===== config.mk =====
export PLATFORM = sky130hd
export DESIGN_NAME = vgn_back
export DESIGN_NICKNAME = d
export VERILOG_FILES = /design/src/hdl/vgn_pkg.sv /design/src/hdl/vgn_mul.sv /design/src/hdl/vgn_back.sv
export SDC_FILE = /design/constraint.sdc
export NUM_CORES = 2
export LEC_CHECK = 0
export BUFFER_PORTS_ARGS = -buffer_cell sky130_fd_sc_hd__buf_2
export CAP_MARGIN = 20
export CORE_MARGIN = 2
export CORE_UTILIZATION = 45
export CTS_CLUSTER_SIZE = 14
export DETAILED_ROUTE_END_ITERATION = 10
export GPL_ROUTABILITY_DRIVEN = 0
export PLACE_DENSITY = 0.7
export SETUP_SLACK_MARGIN = 0.02
export SKIP_CTS_REPAIR_TIMING = 1
export SYNTH_ARGS = -nofsm -noshare
export SYNTH_HDL_FRONTEND = slang
export SYNTH_SLANG_ARGS = --single-unit

===== constraint.sdc =====
create_clock -name clk -period 20.5 [get_ports clk]
set_input_delay 4.1 -clock clk [delete_from_list [all_inputs] [get_ports clk]]
set_output_delay 4.1 -clock clk [all_outputs]
set_load 0.02 [all_outputs]

===== src/hdl/vgn_pkg.sv =====
`timescale 1ns / 1ps

package vgn_pkg;

    localparam int VOLUME_DIM = 256;
    localparam int COORD_W    = 8;
    localparam int VAL_W      = 8;
    localparam int DIM_BITS   = $clog2(VOLUME_DIM);
    localparam int ADDR_W     = 3 * DIM_BITS;
    localparam int RAM_DEPTH  = 2 ** ADDR_W;

    // gradient datapath widths
    localparam int A_W   = 17;  // (255-z)*l + z*h
    localparam int D_W   = 9;   // h - l
    localparam int G_W   = 22;  // signed gradient component
    localparam int MAG_W = 21;  // |gradient component|
    localparam int UU_W  = 29;  // 254 * |g|
    localparam int S_W   = 42;  // sum of squares
    localparam int P_W   = 58;  // widest product kept
    localparam int MB_W  = 32;  // multiplier B operand
    localparam int MSTEP_W = 8; // B bits consumed per cycle
    localparam int MCNT_W  = $clog2(MB_W / MSTEP_W);

    localparam logic [7:0] NORM_MID  = 8'd127;
    localparam logic [7:0] R_MAX     = 8'd254;
    localparam logic [8:0] T_OFFSET  = 9'd255;
    localparam logic [UU_W-1:0] UU_SCALE = UU_W'(254);

    localparam logic [1:0] KIND_WRITE    = 2'd0;
    localparam logic [1:0] KIND_SKIP     = 2'd1;
    localparam logic [1:0] KIND_BORDER   = 2'd2;
    localparam logic [1:0] KIND_INTERIOR = 2'd3;

    typedef struct packed {
        logic [1:0]         kind;
        logic [COORD_W-1:0] x;
        logic [COORD_W-1:0] y;
        logic [COORD_W-1:0] z;
        logic [VAL_W-1:0]   value;
    } item_t;

    typedef struct packed {
        logic            start;
        logic [S_W-1:0]  a;
        logic [MB_W-1:0] b;
    } mul_req_t;

    typedef struct packed {
        logic           done;
        logic [P_W-1:0] product;
    } mul_rsp_t;

    // 5,12,5 smoothing across the gradient direction
    function automatic logic [3:0] side_weight(input logic [1:0] idx);
        side_weight = (idx == 2'd1) ? 4'd12 : 4'd5;
    endfunction

    // depth kernel, already doubled: 2*(1,3,1, 3,6,3, 1,3,1)
    function automatic logic [3:0] depth_weight(input logic [1:0] row, input logic [1:0] col);
        logic rc;
        logic cc;
        rc = (row == 2'd1);
        cc = (col == 2'd1);
        if (rc && cc)
            depth_weight = 4'd12;
        else if (rc || cc)
            depth_weight = 4'd6;
        else
            depth_weight = 4'd2;
    endfunction

endpackage


===== src/hdl/vgn_mul.sv =====
`timescale 1ns / 1ps

module vgn_mul (
    input  logic              clk,
    input  logic              rst_n,
    input  vgn_pkg::mul_req_t req,
    output vgn_pkg::mul_rsp_t rsp
);

    logic                          run_reg, run_next;
    logic                          done_reg, done_next;
    logic [vgn_pkg::MCNT_W-1:0]    cnt_reg, cnt_next;
    logic [vgn_pkg::P_W-1:0]       a_reg, a_next;
    logic [vgn_pkg::MB_W-1:0]      b_reg, b_next;
    logic [vgn_pkg::P_W-1:0]       acc_reg, acc_next;
    logic [vgn_pkg::P_W-1:0]       partial;

    // one byte of B per cycle against the shifted A
    assign partial = vgn_pkg::P_W'(a_reg * b_reg[vgn_pkg::MSTEP_W-1:0]);

    always_comb
    begin
        run_next  = run_reg;
        done_next = 1'b0;
        cnt_next  = cnt_reg;
        a_next    = a_reg;
        b_next    = b_reg;
        acc_next  = acc_reg;
        if (req.start)
        begin
            run_next = 1'b1;
            cnt_next = '0;
            a_next   = vgn_pkg::P_W'(req.a);
            b_next   = req.b;
            acc_next = '0;
        end
        else if (run_reg)
        begin
            acc_next = acc_reg + partial;
            a_next   = a_reg << vgn_pkg::MSTEP_W;
            b_next   = b_reg >> vgn_pkg::MSTEP_W;
            cnt_next = cnt_reg + 1'b1;
            if (cnt_reg == {vgn_pkg::MCNT_W{1'b1}})
            begin
                run_next  = 1'b0;
                done_next = 1'b1;
            end
        end
    end

    always_ff @(posedge clk or negedge rst_n)
    begin
        if (!rst_n)
        begin
            run_reg  <= 1'b0;
            done_reg <= 1'b0;
            cnt_reg  <= '0;
        end
        else
        begin
            run_reg  <= run_next;
            done_reg <= done_next;
            cnt_reg  <= cnt_next;
        end
    end

    always_ff @(posedge clk)
    begin
        a_reg   <= a_next;
        b_reg   <= b_next;
        acc_reg <= acc_next;
    end

    assign rsp.done    = done_reg;
    assign rsp.product = acc_reg;

endmodule


===== src/hdl/vgn_back.sv =====
`timescale 1ns / 1ps

module vgn_back (
    input  logic                          clk,
    input  logic                          rst_n,
    input  vgn_pkg::item_t                head,
    input  logic                          q_empty,
    output logic                          pop,
    output logic                          ram_we,
    output logic [vgn_pkg::ADDR_W-1:0]    ram_addr,
    output logic [vgn_pkg::VAL_W-1:0]     ram_wdata,
    input  logic [vgn_pkg::VAL_W-1:0]     ram_rdata,
    output logic                          done,
    output logic [7:0]                    normal_x,
    output logic [7:0]                    normal_y,
    output logic [7:0]                    normal_z,
    output logic                          gradient_zero
);

    localparam int DB = vgn_pkg::DIM_BITS;
    localparam int GW = vgn_pkg::G_W;

    localparam logic [3:0] S_IDLE      = 4'd0;
    localparam logic [3:0] S_WRITE     = 4'd1;
    localparam logic [3:0] S_RD_L      = 4'd2;
    localparam logic [3:0] S_RD_H      = 4'd3;
    localparam logic [3:0] S_CAP       = 4'd4;
    localparam logic [3:0] S_ACC       = 4'd5;
    localparam logic [3:0] S_CHECK     = 4'd6;
    localparam logic [3:0] S_SQ_GO     = 4'd7;
    localparam logic [3:0] S_SQ_WAIT   = 4'd8;
    localparam logic [3:0] S_UU_GO     = 4'd9;
    localparam logic [3:0] S_UU_WAIT   = 4'd10;
    localparam logic [3:0] S_STEP_GO   = 4'd11;
    localparam logic [3:0] S_STEP_WAIT = 4'd12;

    logic [3:0] state_reg, state_next;
    logic       done_reg, done_next;

    logic [vgn_pkg::COORD_W-1:0] x_reg, x_next, y_reg, y_next, z_reg, z_next;
    logic [vgn_pkg::VAL_W-1:0]   val_reg, val_next;
    logic [1:0]                  row_reg, row_next, col_reg, col_next;
    logic [7:0]                  lo_reg, lo_next;
    logic [vgn_pkg::A_W-1:0]     a_reg, a_next;
    logic signed [vgn_pkg::D_W-1:0] d_reg, d_next;
    logic signed [GW-1:0]        gx_reg, gx_next, gy_reg, gy_next, gz_reg, gz_next;
    logic [vgn_pkg::S_W-1:0]     s_reg, s_next;
    logic [vgn_pkg::P_W-1:0]     uu2_reg, uu2_next;
    logic [1:0]                  comp_reg, comp_next;
    logic [7:0]                  r_reg, r_next;
    logic [2:0]                  bit_reg, bit_next;
    logic [7:0]                  rx_reg, rx_next, ry_reg, ry_next;
    logic [7:0]                  nx_reg, nx_next, ny_reg, ny_next, nz_reg, nz_next;
    logic                        gzero_reg, gzero_next;

    vgn_pkg::mul_req_t mreq;
    vgn_pkg::mul_rsp_t mrsp;

    logic [7:0] nb_x, nb_y, z_lo, z_hi;
    logic [15:0] pl, ph;
    logic [3:0] wsx, wsy, wdz;
    logic signed [GW-1:0] a_s, d_s, tx, ty, tz;
    logic signed [GW-1:0] g_sel;
    logic [vgn_pkg::MAG_W-1:0] mag;
    logic [vgn_pkg::UU_W-1:0]  uu;
    logic [7:0] cand;
    logic       over, tneg, gneg, take, step_adv, step_take;
    logic [8:0] t_raw;
    logic [7:0] tt;
    logic [15:0] tt2;
    logic [7:0] r_fin;

    vgn_mul u_mul (
        .clk   (clk),
        .rst_n (rst_n),
        .req   (mreq),
        .rsp   (mrsp)
    );

    // neighbor coordinates
    assign nb_x = x_reg + {6'b0, col_reg} - 8'd1;
    assign nb_y = y_reg + {6'b0, row_reg} - 8'd1;
    assign z_lo = z_reg - 8'd1;
    assign z_hi = z_reg + 8'd1;

    // depth blend of the two slices
    assign pl = {8'd0, 8'd255 - z_reg} * {8'd0, lo_reg};
    assign ph = z_reg * ram_rdata;

    assign wsx = vgn_pkg::side_weight(row_reg);
    assign wsy = vgn_pkg::side_weight(col_reg);
    assign wdz = vgn_pkg::depth_weight(row_reg, col_reg);
    assign a_s = GW'($signed({1'b0, a_reg}));
    assign d_s = GW'(d_reg);
    assign tx  = GW'($signed({1'b0, wsx})) * a_s;
    assign ty  = GW'($signed({1'b0, wsy})) * a_s;
    assign tz  = GW'($signed({1'b0, wdz})) * d_s;

    assign g_sel = (comp_reg == 2'd0) ? gx_reg : ((comp_reg == 2'd1) ? gy_reg : gz_reg);
    assign gneg  = g_sel[GW-1];
    assign mag   = vgn_pkg::MAG_W'(gneg ? -g_sel : g_sel);
    assign uu    = vgn_pkg::UU_W'(mag) * vgn_pkg::UU_SCALE;

    // candidate of the bitwise search and its (2r-255)^2
    assign cand  = r_reg | (8'd1 << bit_reg);
    assign over  = (cand > vgn_pkg::R_MAX);
    assign tneg  = !cand[7];
    assign t_raw = tneg ? (vgn_pkg::T_OFFSET - {cand, 1'b0}) : ({cand, 1'b0} - vgn_pkg::T_OFFSET);
    assign tt    = t_raw[7:0];
    assign tt2   = tt * tt;

    assign take = tneg ? (!gneg || (mrsp.product >= uu2_reg))
                       : (!gneg && (mrsp.product <= uu2_reg));
    assign step_adv  = ((state_reg == S_STEP_GO) && over) ||
                       ((state_reg == S_STEP_WAIT) && mrsp.done);
    assign step_take = (state_reg == S_STEP_WAIT) && take;
    assign r_fin     = step_take ? cand : r_reg;

    always_comb
    begin
        state_next = state_reg;
        done_next  = 1'b0;
        x_next = x_reg;  y_next = y_reg;  z_next = z_reg;  val_next = val_reg;
        row_next = row_reg;  col_next = col_reg;
        lo_next = lo_reg;  a_next = a_reg;  d_next = d_reg;
        gx_next = gx_reg;  gy_next = gy_reg;  gz_next = gz_reg;
        s_next = s_reg;  uu2_next = uu2_reg;  comp_next = comp_reg;
        r_next = r_reg;  bit_next = bit_reg;
        rx_next = rx_reg;  ry_next = ry_reg;
        nx_next = nx_reg;  ny_next = ny_reg;  nz_next = nz_reg;  gzero_next = gzero_reg;
        pop       = 1'b0;
        ram_we    = 1'b0;
        ram_addr  = {z_reg[DB-1:0], y_reg[DB-1:0], x_reg[DB-1:0]};
        ram_wdata = val_reg;
        mreq.start = 1'b0;
        mreq.a     = vgn_pkg::S_W'(mag);
        mreq.b     = vgn_pkg::MB_W'(mag);

        case (state_reg)
            S_IDLE:
            begin
                if (!q_empty)
                begin
                    pop      = 1'b1;
                    x_next   = head.x;
                    y_next   = head.y;
                    z_next   = head.z;
                    val_next = head.value;
                    case (head.kind)
                        vgn_pkg::KIND_WRITE:
                            state_next = S_WRITE;
                        vgn_pkg::KIND_BORDER:
                        begin
                            nx_next    = vgn_pkg::NORM_MID;
                            ny_next    = vgn_pkg::NORM_MID;
                            nz_next    = vgn_pkg::NORM_MID;
                            gzero_next = 1'b0;
                            done_next  = 1'b1;
                        end
                        vgn_pkg::KIND_INTERIOR:
                        begin
                            gx_next  = '0;
                            gy_next  = '0;
                            gz_next  = '0;
                            s_next   = '0;
                            row_next = 2'd0;
                            col_next = 2'd0;
                            state_next = S_RD_L;
                        end
                        default:
                            state_next = S_IDLE;
                    endcase
                end
            end
            S_WRITE:
            begin
                ram_we     = 1'b1;
                state_next = S_IDLE;
            end
            S_RD_L:
            begin
                ram_addr   = {z_lo[DB-1:0], nb_y[DB-1:0], nb_x[DB-1:0]};
                state_next = S_RD_H;
            end
            S_RD_H:
            begin
                ram_addr   = {z_hi[DB-1:0], nb_y[DB-1:0], nb_x[DB-1:0]};
                lo_next    = ram_rdata;
                state_next = S_CAP;
            end
            S_CAP:
            begin
                a_next     = vgn_pkg::A_W'(pl) + vgn_pkg::A_W'(ph);
                d_next     = $signed({1'b0, ram_rdata}) - $signed({1'b0, lo_reg});
                state_next = S_ACC;
            end
            S_ACC:
            begin
                if (col_reg == 2'd2)
                    gx_next = gx_reg + tx;
                else if (col_reg == 2'd0)
                    gx_next = gx_reg - tx;
                if (row_reg == 2'd2)
                    gy_next = gy_reg + ty;
                else if (row_reg == 2'd0)
                    gy_next = gy_reg - ty;
                gz_next = gz_reg + tz;
                if (col_reg == 2'd2)
                begin
                    col_next = 2'd0;
                    if (row_reg == 2'd2)
                        state_next = S_CHECK;
                    else
                    begin
                        row_next   = row_reg + 2'd1;
                        state_next = S_RD_L;
                    end
                end
                else
                begin
                    col_next   = col_reg + 2'd1;
                    state_next = S_RD_L;
                end
            end
            S_CHECK:
            begin
                comp_next = 2'd0;
                if ((gx_reg == '0) && (gy_reg == '0) && (gz_reg == '0))
                begin
                    nx_next    = 8'd0;
                    ny_next    = 8'd0;
                    nz_next    = 8'd0;
                    gzero_next = 1'b1;
                    done_next  = 1'b1;
                    state_next = S_IDLE;
                end
                else
                    state_next = S_SQ_GO;
            end
            S_SQ_GO:
            begin
                mreq.start = 1'b1;
                state_next = S_SQ_WAIT;
            end
            S_SQ_WAIT:
            begin
                if (mrsp.done)
                begin
                    s_next = s_reg + vgn_pkg::S_W'(mrsp.product);
                    if (comp_reg == 2'd2)
                    begin
                        comp_next  = 2'd0;
                        state_next = S_UU_GO;
                    end
                    else
                    begin
                        comp_next  = comp_reg + 2'd1;
                        state_next = S_SQ_GO;
                    end
                end
            end
            S_UU_GO:
            begin
                mreq.start = 1'b1;
                mreq.a     = vgn_pkg::S_W'(uu);
                mreq.b     = vgn_pkg::MB_W'(uu);
                state_next = S_UU_WAIT;
            end
            S_UU_WAIT:
            begin
                if (mrsp.done)
                begin
                    uu2_next   = mrsp.product;
                    r_next     = 8'd0;
                    bit_next   = 3'd7;
                    state_next = S_STEP_GO;
                end
            end
            S_STEP_GO:
            begin
                if (!over)
                begin
                    mreq.start = 1'b1;
                    mreq.a     = s_reg;
                    mreq.b     = vgn_pkg::MB_W'(tt2);
                    state_next = S_STEP_WAIT;
                end
            end
            S_STEP_WAIT:
            begin
                mreq.a = s_reg;
                mreq.b = vgn_pkg::MB_W'(tt2);
            end
            default:
                state_next = S_IDLE;
        endcase

        // advance the search by one bit, close the component after bit zero
        if (step_adv)
        begin
            r_next = r_fin;
            if (bit_reg == 3'd0)
            begin
                case (comp_reg)
                    2'd0:
                    begin
                        rx_next    = r_fin;
                        comp_next  = 2'd1;
                        state_next = S_UU_GO;
                    end
                    2'd1:
                    begin
                        ry_next    = r_fin;
                        comp_next  = 2'd2;
                        state_next = S_UU_GO;
                    end
                    default:
                    begin
                        nx_next    = rx_reg;
                        ny_next    = ry_reg;
                        nz_next    = r_fin;
                        gzero_next = 1'b0;
                        done_next  = 1'b1;
                        state_next = S_IDLE;
                    end
                endcase
            end
            else
            begin
                bit_next   = bit_reg - 3'd1;
                state_next = S_STEP_GO;
            end
        end
    end

    always_ff @(posedge clk or negedge rst_n)
    begin
        if (!rst_n)
        begin
            state_reg <= S_IDLE;
            done_reg  <= 1'b0;
        end
        else
        begin
            state_reg <= state_next;
            done_reg  <= done_next;
        end
    end

    always_ff @(posedge clk)
    begin
        x_reg <= x_next;  y_reg <= y_next;  z_reg <= z_next;  val_reg <= val_next;
        row_reg <= row_next;  col_reg <= col_next;
        lo_reg <= lo_next;  a_reg <= a_next;  d_reg <= d_next;
        gx_reg <= gx_next;  gy_reg <= gy_next;  gz_reg <= gz_next;
        s_reg <= s_next;  uu2_reg <= uu2_next;  comp_reg <= comp_next;
        r_reg <= r_next;  bit_reg <= bit_next;
        rx_reg <= rx_next;  ry_reg <= ry_next;
        nx_reg <= nx_next;  ny_reg <= ny_next;  nz_reg <= nz_next;
        gzero_reg <= gzero_next;
    end

    assign done          = done_reg;
    assign normal_x      = nx_reg;
    assign normal_y      = ny_reg;
    assign normal_z      = nz_reg;
    assign gradient_zero = gzero_reg;

endmodule


# ---- Word level (Yosys, flattened, before mapping)
# Index checks and enable logic that the tools add are counted.
dict set report classes {
  add_sub_neg 24
  mul 8
  n_div 0
  magnitude_cmp 3
  n_eq_ne 34
  shift 1
  n_mux 110
  bitwise_logic 2
  reduce_logical 38
}
# cell count
set op_table {}
lappend op_table {{case mux 74 bit (3 select lines)} 1}
lappend op_table {{two-way mux 42 bit} 5}
lappend op_table {{two-way mux 8 bit} 23}
lappend op_table {{two-way mux 22 bit} 8}
lappend op_table {{case mux 22 bit (2 select lines)} 3}
lappend op_table {{case mux 42 bit (2 select lines)} 1}
lappend op_table {{two-way mux 75 bit} 1}
lappend op_table {{logical NOT 22 bit} 3}
lappend op_table {{two-way mux 32 bit} 2}
lappend op_table {{adder 58 bit} 1}
lappend op_table {{greater-or-equal comparator 58 bit} 1}
lappend op_table {{less-or-equal comparator 58 bit} 1}
lappend op_table {{multiplier 58 x 8 -> 58 bit} 1}
lappend op_table {{multiplier 8 x 8 -> 16 bit} 3}
lappend op_table {{two-way mux 4 bit} 12}
lappend op_table {{case mux 24 bit (2 select lines)} 1}
lappend op_table {{case mux 4 bit (12 select lines)} 1}
lappend op_table {{case mux 8 bit (2 select lines)} 3}
lappend op_table {{adder 22 bit} 2}
lappend op_table {{subtractor 22 bit} 2}
lappend op_table {{adder 42 bit} 1}
lappend op_table {{multiplier 4 x 17 -> 21 bit} 2}
lappend op_table {{multiplier 21 x 7 -> 28 bit (second input constant)} 1}
lappend op_table {{subtractor 8 x 1 -> 8 bit (second input constant)} 3}
lappend op_table {{other kinds (45)} 138}
dict set report word_totals {
  ff_bits 447
  latch_bits 0
  ramBits 0
  rom_bits 0
  input_bits 45
  elab_cells 252
  memories 0
}

# ---- Longest topological paths before layout
dict set report logic_depth {
  ltp_word 11
  mapped_depth 32
  ltp_nobuf 30
}

# ---- Modules after synthesis
# A second synthesis with hierarchy kept.
dict set report unflattened {
  cells_unflattened 5986
  area_unflattened_um2 55505.7
}
# module instances cells_per_inst area_each_um2
set modules_own_cells {}
lappend modules_own_cells {vgn_back 1 3788 34787.1}
lappend modules_own_cells {vgn_mul 1 2198 20718.6}

# ---- Worst setup path after synthesis
# OpenSTA, ideal clock, no wires.
dict set report synth_path {
  kind {input -> output}
  start {input port q_empty}
  end {output port pop}
  arrival_time_ns 5.701
  required_time_ns 16.400
  slack_ns 10.699
  stages 1
  path_buffers 0
  cell_sequence {nor2_1}
}
dict set report synth_between {
  elab_chain_cells 2
}
# element line_no
set synth_rtl {}
lappend synth_rtl {{start: declaration} vgn_back.sv:7} ;# input logic q_empty,
lappend synth_rtl {{two-way mux 1 bit} vgn_back.sv:142} ;# if (!q_empty)
lappend synth_rtl {{two-way mux 1 bit} vgn_back.sv:139} ;# case (state_reg)
lappend synth_rtl {{end: declaration} vgn_back.sv:8} ;# output logic pop,
# Every way passes these cells.

# ---- Worst setup path after layout
dict set report layout_path {
  start {input port ram_rdata[2] (netlist bit)}
  end {register a_reg[16] (netlist bit), data pin}
}
dict set report layout_between {
  elab_chain_cells 2
}
# element line_no
set layout_rtl {}
lappend layout_rtl {{start: declaration} vgn_back.sv:12} ;# input logic [vgn_pkg::VAL_W-1:0] ram_rdata,
lappend layout_rtl {{multiplier 8 x 8 -> 16 bit} vgn_back.sv:88} ;# assign ph = z_reg * ram_rdata;
lappend layout_rtl {{adder 16 x 16 -> 17 bit} vgn_back.sv:193} ;# a_next = vgn_pkg::A_W'(pl) + vgn_pkg::A_W'(ph);
lappend layout_rtl {{end signal: assignment} vgn_back.sv:354} ;# lo_reg <= lo_next; a_reg <= a_next; d_reg <= d_next;
lappend layout_rtl {{end: declaration} vgn_back.sv:44} ;# logic [vgn_pkg::A_W-1:0] a_reg, a_next;
# Every way passes these cells.
# A chain may end at the register's enable or synchronous reset.

==> out/metrics.cfg <==
[worst_setup_path]
critPathLaunch = ram_rdata[2]
path_max_fanout = 10
worst-setup-path-type = in -> reg
start_kind = input port
reg2reg_to = u_mul.a_reg[28]$_DFFE_PP_
endpoint = a_reg[16]$_DFFE_PP_
r2r-start = comp_reg[0]$_DFF_P_
reg2regPathDepth = 27
cp_data_arrival_time_ns = 9.59
endpoint_kind = flip-flop
ff2ff_setup_slack_ns = 11.68
worst_ep_required_time_ns = 20.88

[sta]
fin_worst_skew_ns = 0.04416
finalCritPeriodShare_pct = 44.93
drv_slew = 0
worst_slew_margin_rel_pct = 22.06
tns_ns = 0
finalCriticalPeriod_ns = 9.211
hold_ws_ns = 0.4508
finalSetupViolations = 0
hold_viol_final = 0
timing.fmax_mhz = 108.6
rsz0062_at_grt = no
tightest_slew_ns = 1.163

[pwr]
peakVddDrop_mv = 0.06448
powerDensity_nw_per_um2 = 37.92
power_leakage_nw = 27.67

[clocking]
root_buffer = clkbuf_16
clk_latency_ns = 0.67
clk_pin_slew_ns = 0.06
cts.htree.levels = 2
cts_tree = done
cts_buffers = 54
clk_path_buf_depth = 3
cts_sinks = 443

[synth]
synth_cell_types = 86
synth_edf_count = 330
synth-adder-area-share_pct = 35.72
synth_top_area_share_pct = 23.22
yosysMostFrequentCell = inv_1
synth_common_cells = 990 x inv_1, 622 x fa_1, 534 x ha_1
ys_warn_count = 0
synth_xor_area_share_pct = 5.122
yosysSeqAreaShare_pct = 22.78
synth_ff_type = edfxtp_1
postSynthCellCount = 5798
async_flop_share_pct = 2.032
syn_area_um2 = 53620
synth_top_cell_by_area = fa_1
synth-simple-area-share_pct = 14.39
ys_ff_latch = 443
synthMuxAreaShare_pct = 1.631
syn_avg_cell_area_um2 = 9.248
ys_top_cells_by_area = fa_1 23%, edfxtp_1 18%, ha_1 12%, inv_1 6.9%, dfxtp_1 3.9%
synth_top_family_by_area = adder cells
syn_nets = 6999
synth_compound_area_share_pct = 11.92

[placement]
io_buffers = 104
dp_hpwl_um = 104700
post_dp_cell_area_um2 = 55650

[floorplan]
pin_count = 105
die_w_um = 349.2
row_count = 126
die_area_um2 = 121900
initial_core_util_pct = 45.41
core_area_um2 = 118100
die_h_um = 349.2

[final_layout]
area_growth_syn_to_layout_pct = 7.287
design_area_um2 = 57530
post-route-util_pct = 48.72
n_antenna_cell = 0
fill_cells = 10980
fin_nets = 6991
drive_gt1_share_pct = 4.918

[grt]
grt_use_total_pct = 22.14
grt_overflow_total = 0
grt_pass1_vias = 41820
grt_start_max_net_pins = 63
grt_pass1_wl_um = 218700
antenna_found_initial = 1

[detailed_routing]
antenna_left = 0
wl_per_cell_um = 18.20
via_per_inst = 5.470
routed_wirelength_um = 134200
firstDrtPassIters = 6
vias = 40320
drc = 0
first_iter_violations = 2863

[hold_path]
hold_class = reg -> reg

[outcome]
status = complete, no violations

[flow_run]
drv_cap = 0

-- how the worst min path moves through the flow --
stage / from / endpoint / slack (ns) / cells past startpoint
final: ry_reg[2]$_DFFE_PP_ / normal_y[2]$_DFF_P_ / 0.45 / 2
after global routing: rx_reg[6]$_DFFE_PP_ / normal_x[6]$_DFF_P_ / 0.46 / 2
after CTS: ry_reg[3]$_DFFE_PP_ / normal_y[3]$_DFF_P_ / 0.45 / 2
after floorplan: rx_reg[0]$_DFFE_PP_ / normal_x[0]$_DFF_P_ / 0.42 / 2
after global placement: ry_reg[3]$_DFFE_PP_ / normal_y[3]$_DFF_P_ / 0.42 / 2
after detailed placement: ry_reg[2]$_DFFE_PP_ / normal_y[2]$_DFF_P_ / 0.44 / 2
-- power breakdown --
group	switching (W)	internal [W]
Combinational	0.000104	0.0000922
Clock	0.000440	0.000580
Sequential	0.000000130	0.000965
-- placed cells by master (no fill, tap or decap), types with 13 or more instances in the layout --
| master | count |
|---|---|
| inv_1 | 989 |
| fa_1 | 622 |
| nor3_1 | 59 |
| a21oi_1 | 302 |
| nand3_1 | 39 |
| a22o_1 | 18 |
| a31oi_1 | 37 |
| buf_2 | 104 |
| nand2b_1 | 118 |
| nand4_1 | 30 |
| and2_1 | 268 |
| nor2b_1 | 63 |
| clkbuf_16 | 54 |
| o211ai_1 | 16 |
| nand2_1 | 493 |
| buf_4 | 43 |
| xor2_1 | 128 |
| dfxtp_1 | 104 |
| edfxtp_1 | 330 |
| nor4_1 | 25 |
| o22ai_1 | 20 |
| a211o_1 | 13 |
| o21a_1 | 43 |
| and3_1 | 45 |
| mux2i_1 | 75 |
| ha_1 | 534 |
| o21ai_0 | 188 |
| or2_2 | 13 |
| o31ai_1 | 20 |
| xnor2_1 | 183 |
| nor2_1 | 392 |
| a21o_1 | 143 |
| o21bai_1 | 32 |
| a211oi_1 | 38 |
-- cell families (layout without fill, tap and decap cells) --
kind of cell | Yosys count | in the layout
other | 1 | 1
flip-flops | 443 | 443
AO/OA/AOI/OAI | 997 | 997
multiplexers | 86 | 86
AND/OR/NAND/NOR | 1598 | 1598
buffers and inverters | 1203 | 1241
XOR/XNOR | 312 | 312
adder cells (fa/ha/maj) | 1158 | 1158
-- cell type report --
| class | count | area (um^2) | area share (%) |
|---|---|---|---|
| Tap cell | 1536 | 1922 | 3.341 |
| Timing Repair Buffer | 148 | 858.3 | 1.492 |
| Inverter | 991 | 3721 | 6.468 |
| Sequential cell | 443 | 12220 | 21.24 |
| Clock buffer | 68 | 1434 | 2.493 |
| Clock inverter | 34 | 430.4 | 0.7482 |
| Multi-Input combinational cell | 4152 | 36940 | 64.22 |
-- per-layer routing --
layer | vias up | share of wire [%] | GRT usage [%] | wire length, um
li1 | 18970 | - | - | -
met1 | 20060 | 43 | 28.28 | 57160
met2 | 1063 | 49 | 39.30 | 66400
met3 | 227 | 5.0 | 2.544 | 6763
met4 | 2 | 2.9 | 6.413 | 3837
met5 | - | 0.0082 | 0 | 11
-- worst max-delay path, stage by stage --
cell      delay, ns
buf_2          0.17
and2_1         0.19
fa_1           0.42
inv_1          0.08
fa_1           0.43
fa_1           0.54
inv_1          0.05
fa_1           0.48
inv_1          0.05
fa_1           0.45
fa_1           0.49
inv_1          0.04
ha_1           0.31
inv_1          0.07
o21bai_1       0.07
a21oi_1        0.23
o21bai_1       0.12
a21oi_1        0.23
o21bai_1       0.12
a2111o_1       0.44
a31o_2         0.25
a21oi_1        0.17
xnor2_1        0.08
-- stage by stage --
step | total power (W) | std cells | setup slack [ns]
after global routing | 0.002260 | 7372 | 11.02
after detailed placement | 0.001180 | 7269 | 10.63
after CTS | 0.002202 | 7371 | 11.26
after floorplan | 0.001138 | 5798 | 10.70
after global placement | 0.001175 | 7269 | 10.67
final | 0.002182 | 7372 | 11.29
Note: power is estimated with default switching activity, not from simulation.
